## config.mk

```make
export PLATFORM = sky130hd
export DESIGN_NAME = offset_duration_gait_scheduler_core
export DESIGN_NICKNAME = d
export VERILOG_FILES = /design/src/design/odgs_pkg.sv /design/src/design/offset_duration_gait_scheduler_core.sv /design/src/design/odgs_divider.sv /design/src/design/odgs_datapath.sv /design/src/design/odgs_controller.sv
export SDC_FILE = /design/constraint.sdc
export NUM_CORES = 1
export LEC_CHECK = 0
export ABC_CLOCK_PERIOD_IN_PS = 17700
export BUFFER_PORTS_ARGS = -buffer_cell sky130_fd_sc_hd__buf_2
export CORE_MARGIN = 2
export CORE_UTILIZATION = 35
export CTS_CLUSTER_DIAMETER = 30
export DETAILED_ROUTE_END_ITERATION = 10
export PLACE_DENSITY = 0.58
export SYNTH_ARGS = -nofsm -noshare
export SYNTH_HDL_FRONTEND = slang
export SYNTH_SLANG_ARGS = --single-unit
```

## constraint.sdc

```tcl
create_clock -name clk_i -period 17.7 [get_ports clk_i]
set_clock_uncertainty 0.15 [all_clocks]
set_input_delay 3.54 -clock clk_i [delete_from_list [all_inputs] [get_ports clk_i]]
set_output_delay 3.54 -clock clk_i [all_outputs]
set_load 0.01 [all_outputs]
```

## src/design/odgs_pkg.sv

```systemverilog
package odgs_pkg;

  // Block dimensions
  localparam int MaxSegments = 16;
  localparam int LegCount    = 4;
  localparam int OutLegs     = 4;
  localparam int LegW        = (LegCount > 1) ? $clog2(LegCount) : 1;

  // Field and register widths
  localparam int NumW     = 32;
  localparam int SegCntW  = 5;
  localparam int IpsW     = 8;
  localparam int ByteW    = 8;
  localparam int LegRegW  = 32;
  localparam int CfgIdxW  = 2;
  localparam int CfgDataW = 32;
  localparam int CountW   = $clog2(MaxSegments + 1);
  localparam int SegW     = 4;
  localparam int PeriodW  = $clog2(MaxSegments * 255 + 1);
  localparam int DurTickW = 2 * ByteW;
  localparam int QFracW   = 16;
  localparam int ProgW    = QFracW + 1;
  localparam int DenW     = 16;
  localparam int QuoW     = ProgW;
  localparam int IterW    = $clog2(NumW + 1);
  localparam int TdataW   = 152;

  // Register reset values
  localparam logic [SegCntW-1:0]  SegCountRst = SegCntW'(10);
  localparam logic [IpsW-1:0]     IpsRst      = IpsW'(1);
  localparam logic [LegRegW-1:0]  OffsetsRst  = 32'h0005_0500;
  localparam logic [LegRegW-1:0]  DurationsRst = 32'h0505_0505;

  // Configuration register indexes
  typedef enum logic [CfgIdxW-1:0] {
    CfgSegmentCount  = 2'd0,
    CfgItersPerSeg   = 2'd1,
    CfgLegOffsets    = 2'd2,
    CfgLegDurations  = 2'd3
  } cfg_idx_e;

  // Operations run on the shared divider
  typedef enum logic [2:0] {
    DivMod,
    DivSeg,
    DivOff,
    DivStance,
    DivSwing
  } div_op_e;

  // Sequencer states
  typedef enum logic [3:0] {
    StIdle,
    StMod,
    StModWait,
    StSeg,
    StSegWait,
    StOff,
    StOffWait,
    StLegMul,
    StLegWin,
    StStance,
    StStanceWait,
    StSwing,
    StSwingWait,
    StRows
  } state_e;

  // Controller to datapath commands
  typedef struct packed {
    logic            load_tick;
    logic            div_start;
    div_op_e         div_op;
    logic [LegW-1:0] leg;
    logic            leg_mul;
    logic            leg_win;
    logic            row_load;
  } dp_cmd_t;

  // Datapath to controller status
  typedef struct packed {
    logic div_done;
    logic out_free;
    logic row_last;
  } dp_status_t;

endpackage

```

## src/design/offset_duration_gait_scheduler_core.sv

```systemverilog
// Gait phase scheduler. Each input transaction carries a control tick count;
// for it the block returns one output transaction per horizon row, as many
// as the effective segment count (segment_count clamped to 1..16), each
// holding the row's four-leg contact mask together with the per-leg
// stance and swing progress (Q1.16) and the current segment, with tlast on
// the final row. Work on a tick is done by one shared bit-serial divider that
// produces one quotient bit per cycle: the tick modulo the period, the
// segment number, four offset reductions and up to eight progress
// divisions, fewer when stance or swing windows are empty or t lies outside
// them. Input tready is high only between ticks; the next tick is taken as
// soon as the last row sits in the output register. Configuration writes are
// meant for idle periods.
module offset_duration_gait_scheduler_core (
  input  logic                          clk_i,
  input  logic                          rst_ni,
  // Configuration write port
  input  logic                          cfg_we_i,
  input  logic [odgs_pkg::CfgIdxW-1:0]  cfg_idx_i,
  input  logic [odgs_pkg::CfgDataW-1:0] cfg_wdata_i,
  // Tick input stream
  input  logic                          s_axis_tvalid_i,
  output logic                          s_axis_tready_o,
  // [31:0] current_iteration
  input  logic [odgs_pkg::NumW-1:0]     s_axis_tdata_i,
  // Horizon row output stream
  output logic                          m_axis_tvalid_o,
  input  logic                          m_axis_tready_i,
  // [3:0] row_index, [7:4] horizon_contact, [24:8] contact_progress_leg0,
  // [41:25] contact_progress_leg1, [58:42] contact_progress_leg2,
  // [75:59] contact_progress_leg3, [92:76] swing_progress_leg0,
  // [109:93] swing_progress_leg1, [126:110] swing_progress_leg2,
  // [143:127] swing_progress_leg3, [147:144] current_segment, [151:148] zero
  output logic [odgs_pkg::TdataW-1:0]   m_axis_tdata_o,
  // last_row
  output logic                          m_axis_tlast_o
);
  import odgs_pkg::*;

  dp_cmd_t    cmd;
  dp_status_t status;

  // Sequencer
  odgs_controller u_controller (
    .clk_i      (clk_i),
    .rst_ni     (rst_ni),
    .in_valid_i (s_axis_tvalid_i),
    .in_ready_o (s_axis_tready_o),
    .status_i   (status),
    .cmd_o      (cmd)
  );

  // Registers, arithmetic and output stage
  odgs_datapath u_datapath (
    .clk_i       (clk_i),
    .rst_ni      (rst_ni),
    .cfg_we_i    (cfg_we_i),
    .cfg_idx_i   (cfg_idx_i),
    .cfg_wdata_i (cfg_wdata_i),
    .tick_i      (s_axis_tdata_i),
    .cmd_i       (cmd),
    .status_o    (status),
    .out_ready_i (m_axis_tready_i),
    .out_valid_o (m_axis_tvalid_o),
    .out_data_o  (m_axis_tdata_o),
    .out_last_o  (m_axis_tlast_o)
  );

endmodule

```

## src/design/odgs_divider.sv

```systemverilog
module odgs_divider (
  input  logic                       clk_i,
  input  logic                       rst_ni,
  input  logic                       start_i,
  input  logic [odgs_pkg::NumW-1:0]  num_i,
  input  logic [odgs_pkg::DenW-1:0]  den_i,
  input  logic [odgs_pkg::IterW-1:0] iters_i,
  output logic                       busy_o,
  output logic                       done_o,
  output logic [odgs_pkg::QuoW-1:0]  quo_o,
  output logic [odgs_pkg::DenW-1:0]  rem_o
);
  import odgs_pkg::*;

  logic             busy_q, busy_d;
  logic             done_q, done_d;
  logic [IterW-1:0] cnt_q, cnt_d;
  logic [NumW-1:0]  num_q, num_d;
  logic [DenW-1:0]  den_q, den_d;
  logic [DenW-1:0]  rem_q, rem_d;
  logic [QuoW-1:0]  quo_q, quo_d;
  logic [DenW:0]    trial;
  logic             ge;

  // One restoring step per cycle. The bits above the low iters_i bits of the
  // numerator seed the partial remainder; the caller keeps them below den_i.
  always_comb begin
    busy_d = busy_q;
    done_d = 1'b0;
    cnt_d  = cnt_q;
    num_d  = num_q;
    den_d  = den_q;
    rem_d  = rem_q;
    quo_d  = quo_q;
    trial  = {rem_q, num_q[NumW-1]};
    ge     = (trial >= {1'b0, den_q});
    if (start_i) begin
      busy_d = 1'b1;
      cnt_d  = iters_i;
      num_d  = num_i << (IterW'(NumW) - iters_i);
      den_d  = den_i;
      rem_d  = DenW'(num_i >> iters_i);
      quo_d  = '0;
    end else if (busy_q) begin
      rem_d = ge ? DenW'(trial - {1'b0, den_q}) : DenW'(trial);
      quo_d = {quo_q[QuoW-2:0], ge};
      num_d = num_q << 1;
      cnt_d = cnt_q - IterW'(1);
      if (cnt_q == IterW'(1)) begin
        busy_d = 1'b0;
        done_d = 1'b1;
      end
    end
  end

  always_ff @(posedge clk_i or negedge rst_ni) begin
    if (!rst_ni) begin
      busy_q <= 1'b0;
      done_q <= 1'b0;
      cnt_q  <= '0;
    end else begin
      busy_q <= busy_d;
      done_q <= done_d;
      cnt_q  <= cnt_d;
    end
  end

  always_ff @(posedge clk_i) begin
    num_q <= num_d;
    den_q <= den_d;
    rem_q <= rem_d;
    quo_q <= quo_d;
  end

  assign busy_o = busy_q;
  assign done_o = done_q;
  assign quo_o  = quo_q;
  assign rem_o  = rem_q;

  // A new division is never requested while one is still running.
  a_no_restart: assert property (@(posedge clk_i) disable iff (!rst_ni)
    start_i |-> !busy_q) else $error("divider restarted while busy");

  // A finished division leaves a remainder below the divisor.
  a_rem_bound: assert property (@(posedge clk_i) disable iff (!rst_ni)
    done_q |-> (rem_q < den_q)) else $error("divider remainder out of range");

  // Completion is flagged only once the unit has gone idle.
  a_done_idle: assert property (@(posedge clk_i) disable iff (!rst_ni)
    done_q |-> !busy_q) else $error("divider done while busy");

  // The unit only becomes busy in response to a start request.
  a_busy_start: assert property (@(posedge clk_i) disable iff (!rst_ni)
    $rose(busy_q) |-> $past(start_i)) else $error("divider busy without start");

endmodule

```

## src/design/odgs_datapath.sv

```systemverilog
module odgs_datapath (
  input  logic                          clk_i,
  input  logic                          rst_ni,
  input  logic                          cfg_we_i,
  input  logic [odgs_pkg::CfgIdxW-1:0]  cfg_idx_i,
  input  logic [odgs_pkg::CfgDataW-1:0] cfg_wdata_i,
  input  logic [odgs_pkg::NumW-1:0]     tick_i,
  input  odgs_pkg::dp_cmd_t             cmd_i,
  output odgs_pkg::dp_status_t          status_o,
  input  logic                          out_ready_i,
  output logic                          out_valid_o,
  output logic [odgs_pkg::TdataW-1:0]   out_data_o,
  output logic                          out_last_o
);
  import odgs_pkg::*;

  // Configuration registers
  logic [SegCntW-1:0] seg_cnt_q;
  logic [IpsW-1:0]    ips_q;
  logic [LegRegW-1:0] offs_cfg_q;
  logic [LegRegW-1:0] durs_cfg_q;

  // Working registers for one tick
  logic [NumW-1:0]     tick_q;
  logic [PeriodW-1:0]  period_q;
  logic [PeriodW-1:0]  t_q;
  logic [SegW-1:0]     seg_q;
  logic [SegW-1:0]     off_q    [LegCount];
  logic [ProgW-1:0]    stance_q [LegCount];
  logic [ProgW-1:0]    swing_q  [LegCount];
  logic [PeriodW-1:0]  ot_q;
  logic [DurTickW-1:0] dt_q;
  logic [PeriodW-1:0]  st_q;
  logic [PeriodW-1:0]  sl_q;
  logic                swing_ok_q;
  logic                skip_q;
  div_op_e             op_q;
  logic [LegW-1:0]     leg_sel_q;
  logic [SegW-1:0]     row_q;

  // Output register
  logic               out_valid_q;
  logic [SegW-1:0]    out_row_q;
  logic [OutLegs-1:0] out_mask_q;
  logic [ProgW-1:0]   out_stance_q [OutLegs];
  logic [ProgW-1:0]   out_swing_q  [OutLegs];
  logic [SegW-1:0]    out_seg_q;
  logic               out_last_q;

  logic [CountW-1:0]       n_eff;
  logic [IpsW-1:0]         ips_eff;
  logic [IpsW+CountW-1:0]  period_full;
  logic [ByteW-1:0]        off_byte;
  logic [ByteW-1:0]        dur_byte;
  logic [PeriodW-1:0]      d_stance;
  logic [PeriodW-1:0]      d_swing;
  logic [PeriodW:0]        wrap_tmp_a;
  logic [PeriodW:0]        wrap_tmp_b;
  logic                    skip;
  logic [NumW-1:0]         div_num;
  logic [DenW-1:0]         div_den;
  logic [IterW-1:0]        div_iters;
  logic                    div_go;
  logic                    div_busy;
  logic                    div_done;
  logic [QuoW-1:0]         div_quo;
  logic [DenW-1:0]         div_rem;
  logic                    done;
  logic [DurTickW:0]       st_sum;
  logic [DurTickW+1:0]     st_diff;
  logic [CountW:0]         fsum;
  logic [CountW-1:0]       future;
  logic [CountW:0]         pdist;
  logic [OutLegs-1:0]      mask;
  logic                    row_last;
  logic                    out_free;

  // Effective segment count and ticks per segment
  always_comb begin
    if (seg_cnt_q == '0) begin
      n_eff = CountW'(1);
    end else if (int'(seg_cnt_q) > MaxSegments) begin
      n_eff = CountW'(MaxSegments);
    end else begin
      n_eff = CountW'(seg_cnt_q);
    end
    ips_eff     = (ips_q == '0) ? IpsW'(1) : ips_q;
    period_full = (IpsW+CountW)'(ips_eff) * (IpsW+CountW)'(n_eff);
  end

  // Configuration writes
  always_ff @(posedge clk_i or negedge rst_ni) begin
    if (!rst_ni) begin
      seg_cnt_q  <= SegCountRst;
      ips_q      <= IpsRst;
      offs_cfg_q <= OffsetsRst;
      durs_cfg_q <= DurationsRst;
    end else if (cfg_we_i) begin
      case (cfg_idx_e'(cfg_idx_i))
        CfgSegmentCount: seg_cnt_q  <= cfg_wdata_i[SegCntW-1:0];
        CfgItersPerSeg:  ips_q      <= cfg_wdata_i[IpsW-1:0];
        CfgLegOffsets:   offs_cfg_q <= cfg_wdata_i[LegRegW-1:0];
        CfgLegDurations: durs_cfg_q <= cfg_wdata_i[LegRegW-1:0];
        default: ;
      endcase
    end
  end

  // Wrapped distance of t past the stance and swing window starts
  always_comb begin
    off_byte   = offs_cfg_q[cmd_i.leg*ByteW +: ByteW];
    dur_byte   = durs_cfg_q[cmd_i.leg*ByteW +: ByteW];
    wrap_tmp_a = {1'b0, t_q} + {1'b0, period_q} - {1'b0, ot_q};
    wrap_tmp_b = {1'b0, t_q} + {1'b0, period_q} - {1'b0, st_q};
    d_stance   = (t_q >= ot_q) ? (t_q - ot_q) : PeriodW'(wrap_tmp_a);
    d_swing    = (t_q >= st_q) ? (t_q - st_q) : PeriodW'(wrap_tmp_b);
  end

  // Divider operand selection
  always_comb begin
    skip      = 1'b0;
    div_num   = '0;
    div_den   = '0;
    div_iters = '0;
    case (cmd_i.div_op)
      DivMod: begin
        div_num   = tick_q;
        div_den   = DenW'(period_q);
        div_iters = IterW'(NumW);
      end
      DivSeg: begin
        div_num   = NumW'(t_q);
        div_den   = DenW'(ips_eff);
        div_iters = IterW'(SegW);
      end
      DivOff: begin
        div_num   = NumW'(off_byte);
        div_den   = DenW'(n_eff);
        div_iters = IterW'(ByteW);
      end
      DivStance: begin
        div_num   = NumW'({d_stance, {QFracW{1'b0}}});
        div_den   = DenW'(dt_q);
        div_iters = IterW'(ProgW);
        skip      = (dt_q == '0) || (DurTickW'(d_stance) > dt_q);
      end
      DivSwing: begin
        div_num   = NumW'({d_swing, {QFracW{1'b0}}});
        div_den   = DenW'(sl_q);
        div_iters = IterW'(ProgW);
        skip      = !swing_ok_q || (d_swing > sl_q);
      end
      default: ;
    endcase
    div_go = cmd_i.div_start && !skip;
  end

  odgs_divider u_divider (
    .clk_i   (clk_i),
    .rst_ni  (rst_ni),
    .start_i (div_go),
    .num_i   (div_num),
    .den_i   (div_den),
    .iters_i (div_iters),
    .busy_o  (div_busy),
    .done_o  (div_done),
    .quo_o   (div_quo),
    .rem_o   (div_rem)
  );

  assign done = div_done || skip_q;

  // Swing window start from the stance window
  always_comb begin
    st_sum  = {1'b0, dt_q} + (DurTickW+1)'(ot_q);
    st_diff = {1'b0, st_sum} - (DurTickW+2)'(period_q);
  end

  // Horizon contact mask and last-row flag for the row about to be loaded, and output-free flag
  always_comb begin
    fsum   = (CountW+1)'(row_q) + (CountW+1)'(seg_q) + (CountW+1)'(1);
    future = (fsum >= {1'b0, n_eff}) ? CountW'(fsum - {1'b0, n_eff}) : CountW'(fsum);
    mask   = '0;
    pdist  = '0;
    for (int j = 0; j < LegCount; j++) begin
      if (future >= CountW'(off_q[j])) begin
        pdist = (CountW+1)'(future) - (CountW+1)'(off_q[j]);
      end else begin
        pdist = (CountW+1)'(future) + (CountW+1)'(n_eff) - (CountW+1)'(off_q[j]);
      end
      mask[j] = (ByteW'(pdist) < durs_cfg_q[j*ByteW +: ByteW]);
    end
    row_last = (CountW'(row_q) == (n_eff - CountW'(1)));
    out_free = !out_valid_q || out_ready_i;
  end

  // Control registers of the datapath
  always_ff @(posedge clk_i or negedge rst_ni) begin
    if (!rst_ni) begin
      skip_q      <= 1'b0;
      out_valid_q <= 1'b0;
      row_q       <= '0;
    end else begin
      skip_q <= cmd_i.div_start && skip;
      if (cmd_i.load_tick) begin
        row_q <= '0;
      end else if (cmd_i.row_load) begin
        row_q <= row_q + SegW'(1);
      end
      if (cmd_i.row_load) begin
        out_valid_q <= 1'b1;
      end else if (out_ready_i) begin
        out_valid_q <= 1'b0;
      end
    end
  end

  // Working registers
  always_ff @(posedge clk_i) begin
    if (cmd_i.load_tick) begin
      tick_q   <= tick_i;
      period_q <= PeriodW'(period_full);
    end
    if (cmd_i.div_start) begin
      op_q      <= cmd_i.div_op;
      leg_sel_q <= cmd_i.leg;
    end
    if (cmd_i.leg_mul) begin
      ot_q <= PeriodW'(off_q[cmd_i.leg]) * PeriodW'(ips_eff);
      dt_q <= DurTickW'(dur_byte) * DurTickW'(ips_eff);
    end
    if (cmd_i.leg_win) begin
      swing_ok_q <= (dt_q < DurTickW'(period_q));
      sl_q       <= PeriodW'(DurTickW'(period_q) - dt_q);
      st_q       <= st_diff[DurTickW+1] ? PeriodW'(st_sum) : PeriodW'(st_diff);
    end
    if (done) begin
      case (op_q)
        DivMod:    t_q   <= PeriodW'(div_rem);
        DivSeg:    seg_q <= div_quo[SegW-1:0];
        DivOff:    off_q[leg_sel_q] <= div_rem[SegW-1:0];
        DivStance: stance_q[leg_sel_q] <= skip_q ? '0 : div_quo;
        DivSwing:  swing_q[leg_sel_q]  <= skip_q ? '0 : div_quo;
        default: ;
      endcase
    end
  end

  // Output register load
  always_ff @(posedge clk_i) begin
    if (cmd_i.row_load) begin
      out_row_q  <= row_q;
      out_mask_q <= mask;
      out_seg_q  <= seg_q;
      out_last_q <= row_last;
      for (int j = 0; j < OutLegs; j++) begin
        if (j < LegCount) begin
          out_stance_q[j] <= stance_q[j];
          out_swing_q[j]  <= swing_q[j];
        end else begin
          out_stance_q[j] <= '0;
          out_swing_q[j]  <= '0;
        end
      end
    end
  end

  assign status_o.div_done = done;
  assign status_o.out_free = out_free && !div_busy;
  assign status_o.row_last = row_last;

  assign out_valid_o = out_valid_q;
  assign out_last_o  = out_last_q;
  assign out_data_o  = {(TdataW-148)'(0), out_seg_q,
                        out_swing_q[3], out_swing_q[2], out_swing_q[1], out_swing_q[0],
                        out_stance_q[3], out_stance_q[2], out_stance_q[1], out_stance_q[0],
                        out_mask_q, out_row_q};

endmodule

```

## src/design/odgs_controller.sv

```systemverilog
module odgs_controller (
  input  logic                 clk_i,
  input  logic                 rst_ni,
  input  logic                 in_valid_i,
  output logic                 in_ready_o,
  input  odgs_pkg::dp_status_t status_i,
  output odgs_pkg::dp_cmd_t    cmd_o
);
  import odgs_pkg::*;

  state_e          state_q, state_d;
  logic [LegW-1:0] leg_q, leg_d;
  logic            last_leg;

  assign last_leg = (leg_q == LegW'(LegCount - 1));

  // State and leg counter registers
  always_ff @(posedge clk_i or negedge rst_ni) begin
    if (!rst_ni) begin
      state_q <= StIdle;
      leg_q   <= '0;
    end else begin
      state_q <= state_d;
      leg_q   <= leg_d;
    end
  end

  // Next state and commands
  always_comb begin
    state_d    = state_q;
    leg_d      = leg_q;
    in_ready_o = 1'b0;
    cmd_o      = '0;
    cmd_o.div_op = DivMod;
    cmd_o.leg  = leg_q;
    case (state_q)
      StIdle: begin
        in_ready_o = 1'b1;
        if (in_valid_i) begin
          cmd_o.load_tick = 1'b1;
          state_d = StMod;
        end
      end
      StMod: begin
        cmd_o.div_start = 1'b1;
        cmd_o.div_op    = DivMod;
        state_d = StModWait;
      end
      StModWait: begin
        if (status_i.div_done) begin
          state_d = StSeg;
        end
      end
      StSeg: begin
        cmd_o.div_start = 1'b1;
        cmd_o.div_op    = DivSeg;
        state_d = StSegWait;
      end
      StSegWait: begin
        if (status_i.div_done) begin
          leg_d   = '0;
          state_d = StOff;
        end
      end
      StOff: begin
        cmd_o.div_start = 1'b1;
        cmd_o.div_op    = DivOff;
        state_d = StOffWait;
      end
      StOffWait: begin
        if (status_i.div_done) begin
          state_d = StLegMul;
        end
      end
      StLegMul: begin
        cmd_o.leg_mul = 1'b1;
        state_d = StLegWin;
      end
      StLegWin: begin
        cmd_o.leg_win = 1'b1;
        state_d = StStance;
      end
      StStance: begin
        cmd_o.div_start = 1'b1;
        cmd_o.div_op    = DivStance;
        state_d = StStanceWait;
      end
      StStanceWait: begin
        if (status_i.div_done) begin
          state_d = StSwing;
        end
      end
      StSwing: begin
        cmd_o.div_start = 1'b1;
        cmd_o.div_op    = DivSwing;
        state_d = StSwingWait;
      end
      StSwingWait: begin
        if (status_i.div_done) begin
          if (last_leg) begin
            state_d = StRows;
          end else begin
            leg_d   = leg_q + LegW'(1);
            state_d = StOff;
          end
        end
      end
      StRows: begin
        if (status_i.out_free) begin
          cmd_o.row_load = 1'b1;
          if (status_i.row_last) begin
            state_d = StIdle;
          end
        end
      end
      default: begin
        state_d = StIdle;
      end
    endcase
  end

endmodule
```

==> reports/results.tsv <==
metric	value	unit
vias in the first global route	23300	
clk buf depth	3	
Synth Register Bits	597	
DIE WIDTH	319	um
Worst Setup Path Type	reg2reg	
CTS resizes	0	
max-cap viol count	0	
area grow syn2layout	18.9	%
met3 WL	6610	um
Tcrit/Tclk final	46.0	%
R2R Setup Slk	9.56	ns
CP peak stage delay	0.62	ns
DRT Pass-1 Iters	8	
Crit Path Max Fanout	62	
Total Wirelength	97600	um
Place WS	9.52	ns
top cell type's share of synthesized area	41.8	%
sequential share of the synthesized area	49.8	%
Multi-input gate area	16100	um^2
crit path DAT	8.41	ns
hold buffers post-CTS	0	
DRT met1 WL	44300	um
starting density of the core	35.3	%
worst flop-to-flop path endpoint	u_datapath.u_divider.num_q[17]	
Hold/Removal Path Class	reg2reg	
min cycle time layout	8.14	ns
Synth async-reset ratio	16.2	%
Post-route DRC	0	
DR iter-0 viols	2120	
Worst EP required	17.96	ns
slowest stage cell, crit path	buf_4	
Final Hold Fails	0	
CP most frequent cell	a21oi_1	
first-pass GRT wire length	147000	um
worst min-delay path startpoint	u_datapath.stance_q[2][3]	
post-synth top area cell	edfxtp_1	
Site Rows	115	
WHS Path Cells	0	
clk root buf	clkbuf_16	
latest clock arrival within the worst-skew pair	0.70	ns
Final GP Congestion	0.897	
core region area	98400	um^2
Routed WL per cell	21.1	um
count of cell types in the netlist	93	
RSZ-0062 raised after global routing	false	
pwr dens	190	nW/um^2
antenna violations before repair	11	
clock transition at the registers of the reported paths	0.05	ns
Worst Slack Setup Final	9.56	ns
Finished Cell Area	41300	um^2
TritonCTS Buffers	108	
met2 WL	44600	um
top sig layer	met5	
Die Area	102000	um^2
Setup crit start kind	register	
Vias	24000	
worst r2r path cells	30	
post-DP HPWL	73200	um
io pins	226	
fraction of layout cells with a size suffix above 1	18.2	%
H-tree levels	3	
r2r startpoint	u_datapath.period_q[0]	
run status	finished clean	
fmax	0.123	GHz
pins over their slew limit	0	
Sink Count	597	
Crit. End Element	register	
Fillers	9304	
Setup TNS	0	ns
Layout Nets	3683	
cell count after synthesis	2964	
largest net degree at the start of global routing	85	
worst-margin pin slew	1.27	ns
vias per cell	5.18	
Max-slew headroom	15.6	%
yosys warns	0	
Final ANT Viol Nets	0	
# setup viols final	0	
Lkg Pwr	17.3	nW
Synth Cell Area	34700	um^2
DP Area	37500	um^2
Hold EP	u_datapath.out_stance_q[2][3]	
register area	17300	um^2
Avg Synthesized Cell Area	11.7	um^2
number of enable flip-flop cells after synthesis	483	
Post-synth top flop	edfxtp_1	
GRT Util Overall	19.1	%
top cells by area, synth	edfxtp_1, ha_1, dfrtp_1	
Die Span Y	319	um
grt total ovfl	0	
peak supply drop	0.105	mV
setup bufs post-CTS	0	
# port buffers	221	
CTS tree	built	
-- state kept, by name, summed over array words and instances, names as in the netlist, 16 cells and up --
signal                      flops
u_datapath.out_stance_q        68
u_datapath.out_swing_q         68
u_datapath.stance_q            68
u_datapath.swing_q             68
u_datapath.durs_cfg_q          32
u_datapath.offs_cfg_q          32
u_datapath.tick_q              32
u_datapath.u_divider.num_q     32
u_datapath.u_divider.quo_o     17
u_datapath.dt_q                16
u_datapath.off_q               16
u_datapath.u_divider.den_q     16
u_datapath.u_divider.rem_o     16
-- cells in the final DEF, fill, tap and decap left out, drive strengths merged, types with 14 or more instances in the layout --
cell type  synthesis  routed
xnor2            106     106
nand2b            19      19
a31oi             15      15
o21ai            115     115
ha               284     284
a22oi             17      17
nand2            245     245
nor3              37      37
nor2b             56      56
o31ai             20      20
mux2              87      87
xor2              51      51
fa                85      85
dfrtp             82      82
mux4              20      20
and2              75      75
a21oi            150     150
inv              283     305
nand3             35      35
clkinv             2      42
dfxtp             17      17
buf               28     260
clkbuf            66     125
o21a              32      32
o21bai            26      26
edfxtp           483     483
a211oi            21      21
nor2             159     159
nor4              14      14
mux2i             49      49
a21o              42      42
dfstp             15      15
or2               16      16
-- worst max path at each step --
stage,startpoint,cells after the start,endpoint
2_1_floorplan,m_axis_tready_i,5,u_datapath.row_q[3]
3_3_place_gp,u_datapath.period_q[0],30,u_datapath.u_divider.num_q[17]
3_5_place_dp,u_datapath.period_q[0],30,u_datapath.u_divider.num_q[16]
4_1_cts,u_datapath.period_q[0],30,u_datapath.u_divider.num_q[17]
5_1_grt,u_datapath.period_q[0],30,u_datapath.u_divider.num_q[16]
6_report,u_datapath.period_q[0],30,u_datapath.u_divider.num_q[17]
-- critical path: cells and delay by family, from the launching register on --
kind	cells	cell delay [ns]
compound gates	16	3.39
xor+xnor	2	0.28
fa+ha+maj	4	1.32
buf+inv	4	1.21
flops	1	0.50
mux	1	0.31
simple gates	3	0.71
-- logic make-up after synthesis --
family                   share of synthesized area, %
AO/OA/AOI/OAI                                    11.4
XOR/XNOR                                         4.02
adder cells (fa/ha/maj)                          15.1
buffers and inverters                            4.20
flip-flops                                       49.8
multiplexers                                     5.62
other                                          0.0108
AND/OR/NAND/NOR                                  9.88
-- routing by layer --
| metal | vias up | track usage (%) |
|---|---|---|
| met4 | 2 | 4.91 |
| li1 | 11300 | - |
| met5 | - | 0 |
| met3 | 124 | 3.31 |
| met2 | 744 | 30.0 |
| met1 | 11800 | 27.2 |
-- power breakdown --
part / switching (mW) / leakage (nW) / internal (mW) / total [mW]
Sequential: 0.199 / 5.76 / 1.89 / 2.09
Combinational: 2.13 / 9.68 / 1.53 / 3.66
Clock: 0.775 / 1.84 / 1.32 / 2.09
Total: 3.11 / 17.3 / 4.74 / 7.85
-- synth_stat cells, drive strengths merged (8+ instances only) --
cell	n
a2111oi	10
nand4	13
a31o	8
o21bai	26
o21ai	115
and3	12
dfxtp	17
dfrtp	82
mux2	87
a222oi	11
a31oi	15
and2	75
nand3	35
mux4	20
nor2b	56
fa	85
edfxtp	483
o31ai	20
a211oi	21
xor2	51
nor2	159
a21boi	11
inv	283
o211ai	12
a21oi	150
ha	284
a22o	11
o22ai	13
a22oi	17
buf	28
nand2	245
nor3	37
mux2i	49
xnor2	106
o21a	32
clkbuf	66
dfstp	15
o2111ai	9
or2	16
a21o	42
nand2b	19
nor4	14
-- layout make-up --
cell class | count | area share, %
flip-flops and latches | 597 | 41.9
multi-input cells | 1991 | 39.0
clock buffers | 125 | 6.92
well taps | 1287 | 3.90
repair buffers | 260 | 3.39
inverters | 285 | 2.59
clock inverters | 80 | 2.31
diodes | 4 | 0.0242
-- stage by stage --
stage          std cells  total power, mW  hold slack (ns)  utilization (%)
5_1_grt             4627             8.44            0.252             41.9
3_5_place_dp        4420             5.74            0.255             38.1
2_1_floorplan       2967             4.80            0.250                -
6_report            4629             7.85            0.222             42.0
4_1_cts             4625             7.87            0.213             41.9
3_3_place_gp        4420             5.71            0.251             38.1
Power figures use the tool's default switching activity.
